## config.mk

```make
export PLATFORM = sky130hd
export DESIGN_NAME = qpsk_packet_framer_modulator
export DESIGN_NICKNAME = d
export VERILOG_FILES = /design/src/qpfm_pkg.sv /design/src/qpsk_packet_framer_modulator.sv /design/src/qpfm_front.sv /design/src/qpfm_fifo.sv /design/src/qpfm_back.sv
export SDC_FILE = /design/constraint.sdc
export NUM_CORES = 1
export LEC_CHECK = 0
export BUFFER_PORTS_ARGS = -buffer_cell sky130_fd_sc_hd__buf_2
export CORE_AREA = 8 8 161 163
export CTS_CLUSTER_SIZE = 30
export DETAILED_ROUTE_END_ITERATION = 6
export DIE_AREA = 0 0 169 171
export SYNTH_ARGS = -nofsm -noshare
export SYNTH_HDL_FRONTEND = slang
export SYNTH_SLANG_ARGS = --single-unit
```

## constraint.sdc

```tcl
create_clock -name clk -period 6.5 [get_ports clk]
set_input_delay 0.65 -clock clk [delete_from_list [all_inputs] [get_ports clk]]
set_output_delay 0.65 -clock clk [all_outputs]
set_load 0.02 [all_outputs]
```

## src/qpfm_pkg.sv

```systemverilog
// Shared types, constants and helpers for the QPSK packet framer/modulator.
// No dependencies.
package qpfm_pkg;

  localparam int AMP_W   = 15;
  localparam int LEVEL_W = 16;
  localparam int CRC_W   = 16;

  localparam logic [AMP_W-1:0] AMP_RESET = 15'd22938;
  localparam logic [CRC_W-1:0] CRC_INIT  = 16'hFFFF;
  localparam logic [CRC_W-1:0] CRC_POLY  = 16'h1021;

  localparam int FIFO_DEPTH = 4;
  localparam int FIFO_AW    = $clog2(FIFO_DEPTH);

  // byte positions within one job
  localparam int POS_W = 4;
  localparam logic [POS_W-1:0] POS_PRE_FIRST = 4'd0;
  localparam logic [POS_W-1:0] POS_PRE_LAST  = 4'd5;
  localparam logic [POS_W-1:0] POS_DATA      = 4'd6;
  localparam logic [POS_W-1:0] POS_CRC_HI    = 4'd7;
  localparam logic [POS_W-1:0] POS_CRC_LO    = 4'd8;

  typedef struct packed {
    logic [7:0]       data;
    logic             start;
    logic             last;
    logic [CRC_W-1:0] crc;
  } job_t;

  function automatic logic [CRC_W-1:0] crc_update(input logic [CRC_W-1:0] crc_in,
                                                  input logic [7:0] byte_in);
    logic [CRC_W-1:0] c;
    c = crc_in ^ {byte_in, 8'h00};
    for (int b = 0; b < 8; b++) begin
      c = c[CRC_W-1] ? ({c[CRC_W-2:0], 1'b0} ^ CRC_POLY) : {c[CRC_W-2:0], 1'b0};
    end
    return c;
  endfunction

  function automatic logic [7:0] preamble_byte(input logic [2:0] k);
    logic [7:0] b;
    case (k)
      3'd4:    b = 8'hE7;
      3'd5:    b = 8'h18;
      default: b = 8'hDC;
    endcase
    return b;
  endfunction

endpackage

```

## src/qpsk_packet_framer_modulator.sv

```systemverilog
// Top level of the QPSK packet framer/modulator: amplitude register and the
// front end, job queue and symbol sequencer. Depends on qpfm_pkg and submodules.
//
// Each accepted byte yields four QPSK symbols, one per cycle from the output
// register while out_stall is low. The first byte of a packet adds 24
// preamble/sync symbols and the last byte adds 8 CRC symbols. The symbol
// sequencer issues one symbol per cycle unless out_stall holds it; a four-entry
// job queue lets input bytes be taken while symbols are still going out.
module qpsk_packet_framer_modulator (
  input  logic                       clk,
  input  logic                       rst_n,
  input  logic                       cfg_valid,
  output logic                       cfg_ready,
  input  logic [qpfm_pkg::AMP_W-1:0] cfg_amplitude,
  input  logic                       in_valid,
  output logic                       in_stall,
  input  logic [7:0]                 in_data_byte,
  input  logic                       in_last_byte,
  output logic                       out_valid,
  input  logic                       out_stall,
  output logic signed [15:0]         out_i_level,
  output logic signed [15:0]         out_q_level,
  output logic                       out_run_end,
  output logic                       out_packet_end
);
  import qpfm_pkg::*;

  logic [AMP_W-1:0] amp_r;
  logic             push, pop, full, empty;
  job_t             wr_job, rd_job;

  assign cfg_ready = 1'b1;

  always_ff @(posedge clk) begin
    if (!rst_n) amp_r <= AMP_RESET;
    else if (cfg_valid && cfg_ready) amp_r <= cfg_amplitude;
  end

  qpfm_front u_front (
    .clk          (clk),
    .rst_n        (rst_n),
    .in_valid     (in_valid),
    .in_stall     (in_stall),
    .in_data_byte (in_data_byte),
    .in_last_byte (in_last_byte),
    .fifo_full    (full),
    .push         (push),
    .job          (wr_job)
  );

  qpfm_fifo u_fifo (
    .clk    (clk),
    .rst_n  (rst_n),
    .push   (push),
    .wr_job (wr_job),
    .pop    (pop),
    .rd_job (rd_job),
    .full   (full),
    .empty  (empty)
  );

  qpfm_back u_back (
    .clk            (clk),
    .rst_n          (rst_n),
    .amplitude      (amp_r),
    .fifo_empty     (empty),
    .fifo_job       (rd_job),
    .pop            (pop),
    .out_valid      (out_valid),
    .out_stall      (out_stall),
    .out_i_level    (out_i_level),
    .out_q_level    (out_q_level),
    .out_run_end    (out_run_end),
    .out_packet_end (out_packet_end)
  );

endmodule

```

## src/qpfm_front.sv

```systemverilog
// Front end: accepts packet bytes, tracks packet start and runs the CRC.
// Depends on qpfm_pkg.
module qpfm_front (
  input  logic          clk,
  input  logic          rst_n,
  input  logic          in_valid,
  output logic          in_stall,
  input  logic [7:0]    in_data_byte,
  input  logic          in_last_byte,
  input  logic          fifo_full,
  output logic          push,
  output qpfm_pkg::job_t job
);
  import qpfm_pkg::*;

  logic             in_packet_r, in_packet_nxt;
  logic [CRC_W-1:0] crc_r, crc_nxt;
  logic [CRC_W-1:0] crc_base;
  logic [CRC_W-1:0] crc_new;

  assign in_stall = fifo_full;
  assign push     = in_valid && !fifo_full;

  assign crc_base = in_packet_r ? crc_r : CRC_INIT;
  assign crc_new  = crc_update(crc_base, in_data_byte);

  always_comb begin
    job.data  = in_data_byte;
    job.start = !in_packet_r;
    job.last  = in_last_byte;
    job.crc   = crc_new;
  end

  always_comb begin
    in_packet_nxt = in_packet_r;
    crc_nxt       = crc_r;
    if (push) begin
      in_packet_nxt = !in_last_byte;
      crc_nxt       = in_last_byte ? CRC_INIT : crc_new;
    end
  end

  always_ff @(posedge clk) begin
    if (!rst_n) begin
      in_packet_r <= 1'b0;
      crc_r       <= CRC_INIT;
    end else begin
      in_packet_r <= in_packet_nxt;
      crc_r       <= crc_nxt;
    end
  end

endmodule

```

## src/qpfm_fifo.sv

```systemverilog
// Short job queue between front end and symbol sequencer.
// Depends on qpfm_pkg.
module qpfm_fifo (
  input  logic           clk,
  input  logic           rst_n,
  input  logic           push,
  input  qpfm_pkg::job_t wr_job,
  input  logic           pop,
  output qpfm_pkg::job_t rd_job,
  output logic           full,
  output logic           empty
);
  import qpfm_pkg::*;

  job_t               mem_r [FIFO_DEPTH];
  logic [FIFO_AW-1:0] wr_ptr_r, rd_ptr_r;
  logic [FIFO_AW:0]   count_r, count_nxt;
  logic               do_push, do_pop;

  assign full    = (count_r == (FIFO_AW+1)'(FIFO_DEPTH));
  assign empty   = (count_r == '0);
  assign do_push = push && !full;
  assign do_pop  = pop && !empty;
  assign rd_job  = mem_r[rd_ptr_r];

  always_comb begin
    count_nxt = count_r;
    if (do_push && !do_pop) count_nxt = count_r + 1'b1;
    else if (do_pop && !do_push) count_nxt = count_r - 1'b1;
  end

  always_ff @(posedge clk) begin
    if (!rst_n) begin
      wr_ptr_r <= '0;
      rd_ptr_r <= '0;
      count_r  <= '0;
    end else begin
      if (do_push) wr_ptr_r <= wr_ptr_r + 1'b1;
      if (do_pop)  rd_ptr_r <= rd_ptr_r + 1'b1;
      count_r <= count_nxt;
    end
  end

  always_ff @(posedge clk) begin
    if (do_push) mem_r[wr_ptr_r] <= wr_job;
  end

endmodule

```

## src/qpfm_back.sv

```systemverilog
// Back end: walks preamble (first byte of a packet), data and CRC (last byte)
// bytes of each job, one QPSK symbol a cycle unless stalled, into the output register. Depends on qpfm_pkg.
module qpfm_back (
  input  logic                      clk,
  input  logic                      rst_n,
  input  logic [qpfm_pkg::AMP_W-1:0] amplitude,
  input  logic                      fifo_empty,
  input  qpfm_pkg::job_t            fifo_job,
  output logic                      pop,
  output logic                      out_valid,
  input  logic                      out_stall,
  output logic signed [15:0]        out_i_level,
  output logic signed [15:0]        out_q_level,
  output logic                      out_run_end,
  output logic                      out_packet_end
);
  import qpfm_pkg::*;

  logic             busy_r;
  job_t             job_r;
  logic [POS_W-1:0] pos_r, pos_nxt;
  logic [1:0]       sym_r;
  logic             out_valid_r;
  logic [LEVEL_W-1:0] i_r, q_r;
  logic             run_end_r, packet_end_r;

  logic             emit, done;
  logic [7:0]       cur_byte, shifted;
  logic [LEVEL_W-1:0] lvl_pos, lvl_neg;

  assign emit = busy_r && (!out_valid_r || !out_stall);
  assign pop  = !fifo_empty && (!busy_r || (emit && done));

  always_comb begin
    pos_nxt = pos_r + 1'b1;
    done    = 1'b0;
    unique case (pos_r)
      POS_DATA: begin
        cur_byte = job_r.data;
        done     = (sym_r == 2'd3) && !job_r.last;
      end
      POS_CRC_HI: cur_byte = job_r.crc[15:8];
      POS_CRC_LO: begin
        cur_byte = job_r.crc[7:0];
        done     = (sym_r == 2'd3);
      end
      default: cur_byte = preamble_byte(pos_r[2:0]);
    endcase
  end

  assign shifted = cur_byte << {sym_r, 1'b0};
  assign lvl_pos = {1'b0, amplitude};
  assign lvl_neg = ~lvl_pos + 16'd1;

  always_ff @(posedge clk) begin
    if (!rst_n) begin
      busy_r      <= 1'b0;
      out_valid_r <= 1'b0;
      pos_r       <= POS_PRE_FIRST;
      sym_r       <= 2'd0;
    end else begin
      if (emit) out_valid_r <= 1'b1;
      else if (!out_stall) out_valid_r <= 1'b0;
      if (pop) begin
        busy_r <= 1'b1;
        pos_r  <= fifo_job.start ? POS_PRE_FIRST : POS_DATA;
        sym_r  <= 2'd0;
      end else if (emit) begin
        if (done) begin
          busy_r <= 1'b0;
        end else begin
          sym_r <= sym_r + 1'b1;
          if (sym_r == 2'd3) pos_r <= pos_nxt;
        end
      end
    end
  end

  always_ff @(posedge clk) begin
    if (pop) job_r <= fifo_job;
    if (emit) begin
      i_r          <= shifted[7] ? lvl_neg : lvl_pos;
      q_r          <= shifted[6] ? lvl_neg : lvl_pos;
      run_end_r    <= done;
      packet_end_r <= done && (pos_r == POS_CRC_LO);
    end
  end

  assign out_valid      = out_valid_r;
  assign out_i_level    = i_r;
  assign out_q_level    = q_r;
  assign out_run_end    = run_end_r;
  assign out_packet_end = packet_end_r;

endmodule

```

Word-level counts from Yosys, hierarchy flattened --
Memory sizes are Yosys's and may differ from the RTL's. A register that Yosys moved wholly into a read port is not among the register bits. Cells that the tools add are included.
Cells by class: $add $sub $neg 7, $mul 0, divide/modulo/power cells 0, order comparisons 0, equality and inequality tests 9, shifts and indexed selects 1, mux-type cells 31, bitwise logic cells 12, reductions and logical operators 31
Operator list (count):
- two-way mux 13 bit | 8
- two-way mux 16 bit | 2
- two-way mux 15 bit | 2
- NOT 3 bit | 8
- one-hot mux 8 bit (3 select lines) | 1
- adder 16 x 1 -> 16 bit (second input constant) | 1
- two-way mux 4 bit | 4
- NOT 15 -> 16 bit | 1
- one-hot mux 8 bit (2 select lines) | 1
- XOR 16 bit | 1
- logical AND 1 bit | 10
- logical NOT 1 bit | 10
- equality test 3 bit (second input constant) | 3
- two-way mux 3 bit | 3
- equality test 4 x 3 -> 1 bit (second input constant) | 2
- nonzero test 2 bit | 4
- << shifter 8 x 3 -> 8 bit | 1
- two-way mux 1 bit | 7
- adder 2 x 1 -> 2 bit (second input constant) | 3
- adder 4 x 1 -> 4 bit (second input constant) | 1
- equality test 4 bit (second input constant) | 1
- two-way mux 2 bit | 2
- AND reduction 2 bit | 2
- adder 3 x 1 -> 3 bit (second input constant) | 1
- 10 further kinds | 12
Word-level totals: register bits after elaboration 106, latch bits 0, RAM bits 104, bits in read-only memories 0, input port bits 29, output and inout bits 37, word-level logic and storage cells 111, memories 1
Memories:
- u_fifo.mem_r | depth 4, width 26, read ports 1, clocked after memory_dff 1, write ports 1, RTL line qpfm_fifo.sv:15 | job_t mem_r [FIFO_DEPTH];

Longest topological paths before layout --
depth after elaboration 19, mapped depth 11, gate-level depth less buffers 11

Modules after synthesis --
A second synthesis with hierarchy kept.
Unflattened totals: cell total of the unflattened synthesis 639, area, all modules 9287.7 um2
Modules (own cells, without submodules):
- qpfm_fifo | instances 1, cells each 184, area each 4257.8 um2, sequential area each 3303.2 um2
- qpfm_back | instances 1, cells each 251, area each 3148.0 um2, sequential area each 1901.8 um2
- qpfm_front | instances 1, cells each 154, area each 1311.3 um2, sequential area each 340.3 um2
- qpsk_packet_framer_modulator | instances 1, cells each 50, area each 570.5 um2, sequential area each 300.3 um2

Least setup slack after synthesis --
OpenSTA, ideal clock, no wires.
path kind input to register, start point input port in_valid, end point register u_fifo.count_r[2], library setup time 0.076 ns, data arrival time 2.508 ns, data required time 6.424 ns, path slack 3.917 ns, stages on the path 9, path buffers 2, cells stage by stage nor2b_1 > clkbuf_1 > clkbuf_1 > ha_1 > inv_1 > fa_1 > xor2_1 > or3_1 > a21boi_0
On the way: longest elaborated chain between the ends 5, elaborated cells between the ends (all ways) 7, classes of those cells mux: 1; reduce/logical: 6
Ends and longest elaborated chain:
- start, declared | RTL line qpsk_packet_framer_modulator.sv:15 | input logic in_valid,
- logical AND 1 bit * | RTL line qpfm_front.sv:22 | assign push = in_valid && !fifo_full;
- via push | RTL line qpsk_packet_framer_modulator.sv:29 | logic push, pop, full, empty;
- logical AND 1 bit * | RTL line qpfm_fifo.sv:22 | assign do_push = push && !full;
- logical NOT 1 bit | RTL line qpfm_fifo.sv:29 | else if (do_pop && !do_push) count_nxt = count_r - 1'b1;
- logical AND 1 bit | RTL line qpfm_fifo.sv:29
- nonzero test 2 bit (no line)
- end signal, assigned | RTL line qpfm_fifo.sv:40 | count_r <= count_nxt;
- end, declared | RTL line qpfm_fifo.sv:17 | logic [FIFO_AW:0] count_r, count_nxt;
The timed path passes the listed nets; every way through them passes the cells marked *. A chain may end at the register's enable or synchronous reset.

Final worst setup path --
start point register u_back.pos_r[0], end point register u_fifo.count_r[2]
On the way: longest elaborated chain between the ends 9, elaborated cells between the ends (all ways) 12, classes of those cells eq/ne: 2; mux: 2; reduce/logical: 8
Ends and longest elaborated chain:
- start, declared | RTL line qpfm_back.sv:21 | logic [POS_W-1:0] pos_r, pos_nxt;
- start signal, assigned | RTL line qpfm_back.sv:66 | pos_r <= fifo_job.start ? POS_PRE_FIRST : POS_DATA;
- start signal, assigned | RTL line qpfm_back.sv:73 | if (sym_r == 2'd3) pos_r <= pos_nxt;
- equality test 4 bit / equality test 4 x 3 -> 1 bit (equally long branches) | RTL line qpfm_back.sv:37 | unique case (pos_r)
- one-hot mux 1 bit (2 select lines) * | RTL line qpfm_back.sv:37
- logical AND 1 bit * | RTL line qpfm_back.sv:32 | assign pop = !fifo_empty && (!busy_r || (emit && done));
- logical OR 1 bit * | RTL line qpfm_back.sv:32
- logical AND 1 bit * | RTL line qpfm_back.sv:32
- logical AND 1 bit * | RTL line qpfm_fifo.sv:23 | assign do_pop = pop && !empty;
- logical NOT 1 bit | RTL line qpfm_fifo.sv:28 | if (do_push && !do_pop) count_nxt = count_r + 1'b1;
- logical AND 1 bit | RTL line qpfm_fifo.sv:28
- two-way mux 3 bit / nonzero test 2 bit (equally long branches)
Every way passes the cells marked *; elsewhere a longest branch is shown, timed or not.

==> results.yml <==
yosys:
  synth_cell_types: 63
  syn_area_per_cell_sq_um: 15.0
  synthCells: 608
  async_reset_ff_frac: 0
  synth_area_leaders: "edfxtp_1, dfxtp_1, mux4_2"
  synthFlopType: "edfxtp_1"
  synthSimpleGateAreaFrac: 0.0735
  synth_warnings: 0
  syn-num-nets: 649
  synth_top_family_by_area: "compound AO/OA/AOI/OAI gates"
  synthAdderAreaFrac: 0.0173
  yosysSeqAreaShare: 0.641
  synth_compound_area_frac: 0.0897
  synth_xor_xnor_area_share: 0.0634
  synth.top_cell.area_share: 0.533
  synth.mux.area_fraction: 0.0853
  synth_area_leader_cell: "edfxtp_1"
  synthesis.area_sq_um: 9120
  synth-edff-count: 162
  ys_ff_latch: 211
critical_path:
  critical_path_class: "reg2reg"
  worstSetupStartpointType: "flop"
  required_ns: 6.92
  slowest_stage: "dfxtp_1"
  r2r-start: "u_back.pos_r[0]"
  rr_worst_depth: 11
  slowest_delay_ns: 0.42
  path_cells: "inv_1, ha_1, and4bb_2, o211ai_1, a21o_2, ha_1, inv_1, fa_1, xor2_1, or3_1, a21boi_0"
  endpoint_kind: "flop"
  timing.rr.end: "u_fifo.count_r[2]"
  cp.arrival_ns: 3.44
  r2r_slack_ns: 3.49
  critPathMaxFanout: 11
power_and_ir_drop:
  swShare: 0.298
  seqPwrFrac: 0.455
  combPwrFrac: 0.254
  p_int_mw: 3.05
  p_leak_nw: 3.62
  clkPwrFrac: 0.291
  switchingPower_mw: 1.30
  ir_drop_mv: 0.260
  fin_total_pwr_mw: 4.35
  power.density_nw_per_um2: 417
global_routing:
  grt_pass1_wl_um: 28700
  track_usage: 0.125
  grt_start_max_net_pins: 45
  grt_antenna_before_repair: 0
  overflow: 0
  grt_pass1_vias: 5241
timing:
  slew_viol_final: 0
  maxSlewHeadroom: 0.258
  timing.setup.tns_ns: 0
  skew_ns: 0.0190
  rsz0062_at_grt: "false"
  final-setup-viol-count: 0
  fin_crit_sh: 0.464
  min_period_ns: 3.01
  fmax_mhz: 332
  tightest_slew_ns: 1.11
  hold_violations: 0
min_path:
  hp-start: "cfg_amplitude[14]"
  worstHoldPathType: "in2reg"
  min_path_cells: 3
  hold_end: "amp_r[14]"
route:
  drt_iter0_drc: 321
  finalWirelength_um: 18200
  vias: 5075
  vias_per_cell: 5.04
  drc: 0
  antenna_left: 0
  drt-wirelength-per-cell_um: 18.1
  dr.pass1.iters: 4
cts:
  cts_resized: 0
  clock_sinks: 211
  cts_buffers: 24
  cts_max_level: 1
  clockBufferDepth: 3
  path_clk_slew_ns: 0.06
  cts_hold_buf: 0
  cts_root_buf: "clkbuf_16"
  clk_latency_ns: 0.51
  cts_setup_buffers: 0
  cts_tree: "done"
die:
  die_h_um: 171
  io_pins: 66
  die_area_sq_um: 28900
  rows: 56
  core_area_sq_um: 23300
  initial_utilization: 0.392
  die_w_um: 169
finish:
  area_delta_synth_final_pct: 14.4
  multiInputGateArea_sq_um: 3010
  fillers: 2106
  nNetsFinal: 711
  stdcell_area_sq_um: 10400
  layout_commonest_cell: "edfxtp_1"
  finalCoreUtilization: 0.449
  antenna_cells: 0
  drive_gt1_frac: 0.250
  seqCellArea_sq_um: 5850
  layout_common_cells: "edfxtp_1, buf_2, xnor2_1"
  fin_cells: 1006
place:
  placed_area_sq_um: 9700
  place.gp.congestion: 0.791
  hpwl_um: 12200
  port-buffer-count: 64
  dp.cells: 963
status:
  status: "completed"
flow_run:
  cap_violations: 0
## worst max-delay path, delay by kind of cell, from the launching register on
family	cells	cell delay, ns
simple gates	2	0.61
compound gates	3	0.64
buf+inv	2	0.16
fa+ha+maj	3	0.94
xor+xnor	1	0.16
flops	1	0.42
## area by class of cell
class                      instances  area share
timing repair buffer              71      0.0357
inverter                          18     0.00647
clock buffer                      36      0.0658
multi-input combinational        344       0.288
clock inverter                     7     0.00539
sequential                       211       0.560
tap                              319      0.0382
## layer usage
| metal | track usage | wire (um) | vias to the layer above |
|---|---|---|---|
| met5 | 0 | 0 | - |
| met4 | 0.0323 | 328 | 0 |
| met3 | 0.0254 | 1020 | 27 |
| met2 | 0.217 | 9030 | 118 |
| met1 | 0.156 | 7850 | 2556 |
| li1 | - | - | 2374 |
## metrics by stage
step | worst slack, ns | hold slack [ns]
after floorplan | 3.92 | 0.465
after global routing | 3.22 | 0.375
after detailed placement | 3.40 | 0.481
after CTS | 3.47 | 0.355
after global placement | 3.50 | 0.475
final | 3.49 | 0.374
## cell families after synthesis
logic type / count (synthesis)
AOI/OAI and AO/OA: 95
xor gates and xnor gates: 66
adders and majority gates: 12
buffers and inverters: 53
DFF: 211
muxes: 45
other: 1
and+or+nand+nor: 125
## cell usage after synthesis (13+ instances only)
master / number
mux2i_1: 17
dfxtp_1: 49
inv_1: 18
o22ai_1: 15
nor2_1: 33
mux4_2: 26
o211ai_2: 21
edfxtp_1: 162
clkbuf_1: 16
a21oi_1: 13
xnor2_1: 60
nand2_1: 36
## how the worst max path moves through the flow
stage | to | from | cells after the start
2_1_floorplan | u_fifo.count_r[2] | in_valid | 9
3_3_place_gp | u_fifo.count_r[2] | in_valid | 8
3_5_place_dp | u_fifo.count_r[2] | in_valid | 8
4_1_cts | u_fifo.count_r[2] | u_back.pos_r[0] | 11
5_1_grt | u_fifo.count_r[2] | u_back.pos_r[0] | 11
6_report | u_fifo.count_r[2] | u_back.pos_r[0] | 11
## power by group through the flow
stage	logic [mW]	registers (mW)	clock network, mW
global route	1.20	2.01	1.35
floorplan	0.817	2.01	0
detailed placement	1.12	2.02	0
CTS	1.12	1.99	1.30
global placement	1.09	2.00	0
finish	1.10	1.98	1.27
## flip-flops by register name, indices dropped and copies added, names as in the netlist, named ones only
register	flops
u_fifo.rd_ptr_r	2
u_front.in_packet_r	1
u_back.pos_r	4
u_front.crc_r	16
u_back.busy_r	1
u_fifo.count_r	3
amp_r	15
u_back.out_q_level	16
u_back.out_run_end	1
u_back.sym_r	2
u_fifo.wr_ptr_r	2
u_fifo.mem_r	104
u_back.job_r	25
u_back.out_i_level	15
u_back.out_valid	1
u_back.out_packet_end	1
Note: power is estimated with default switching activity, not from simulation.
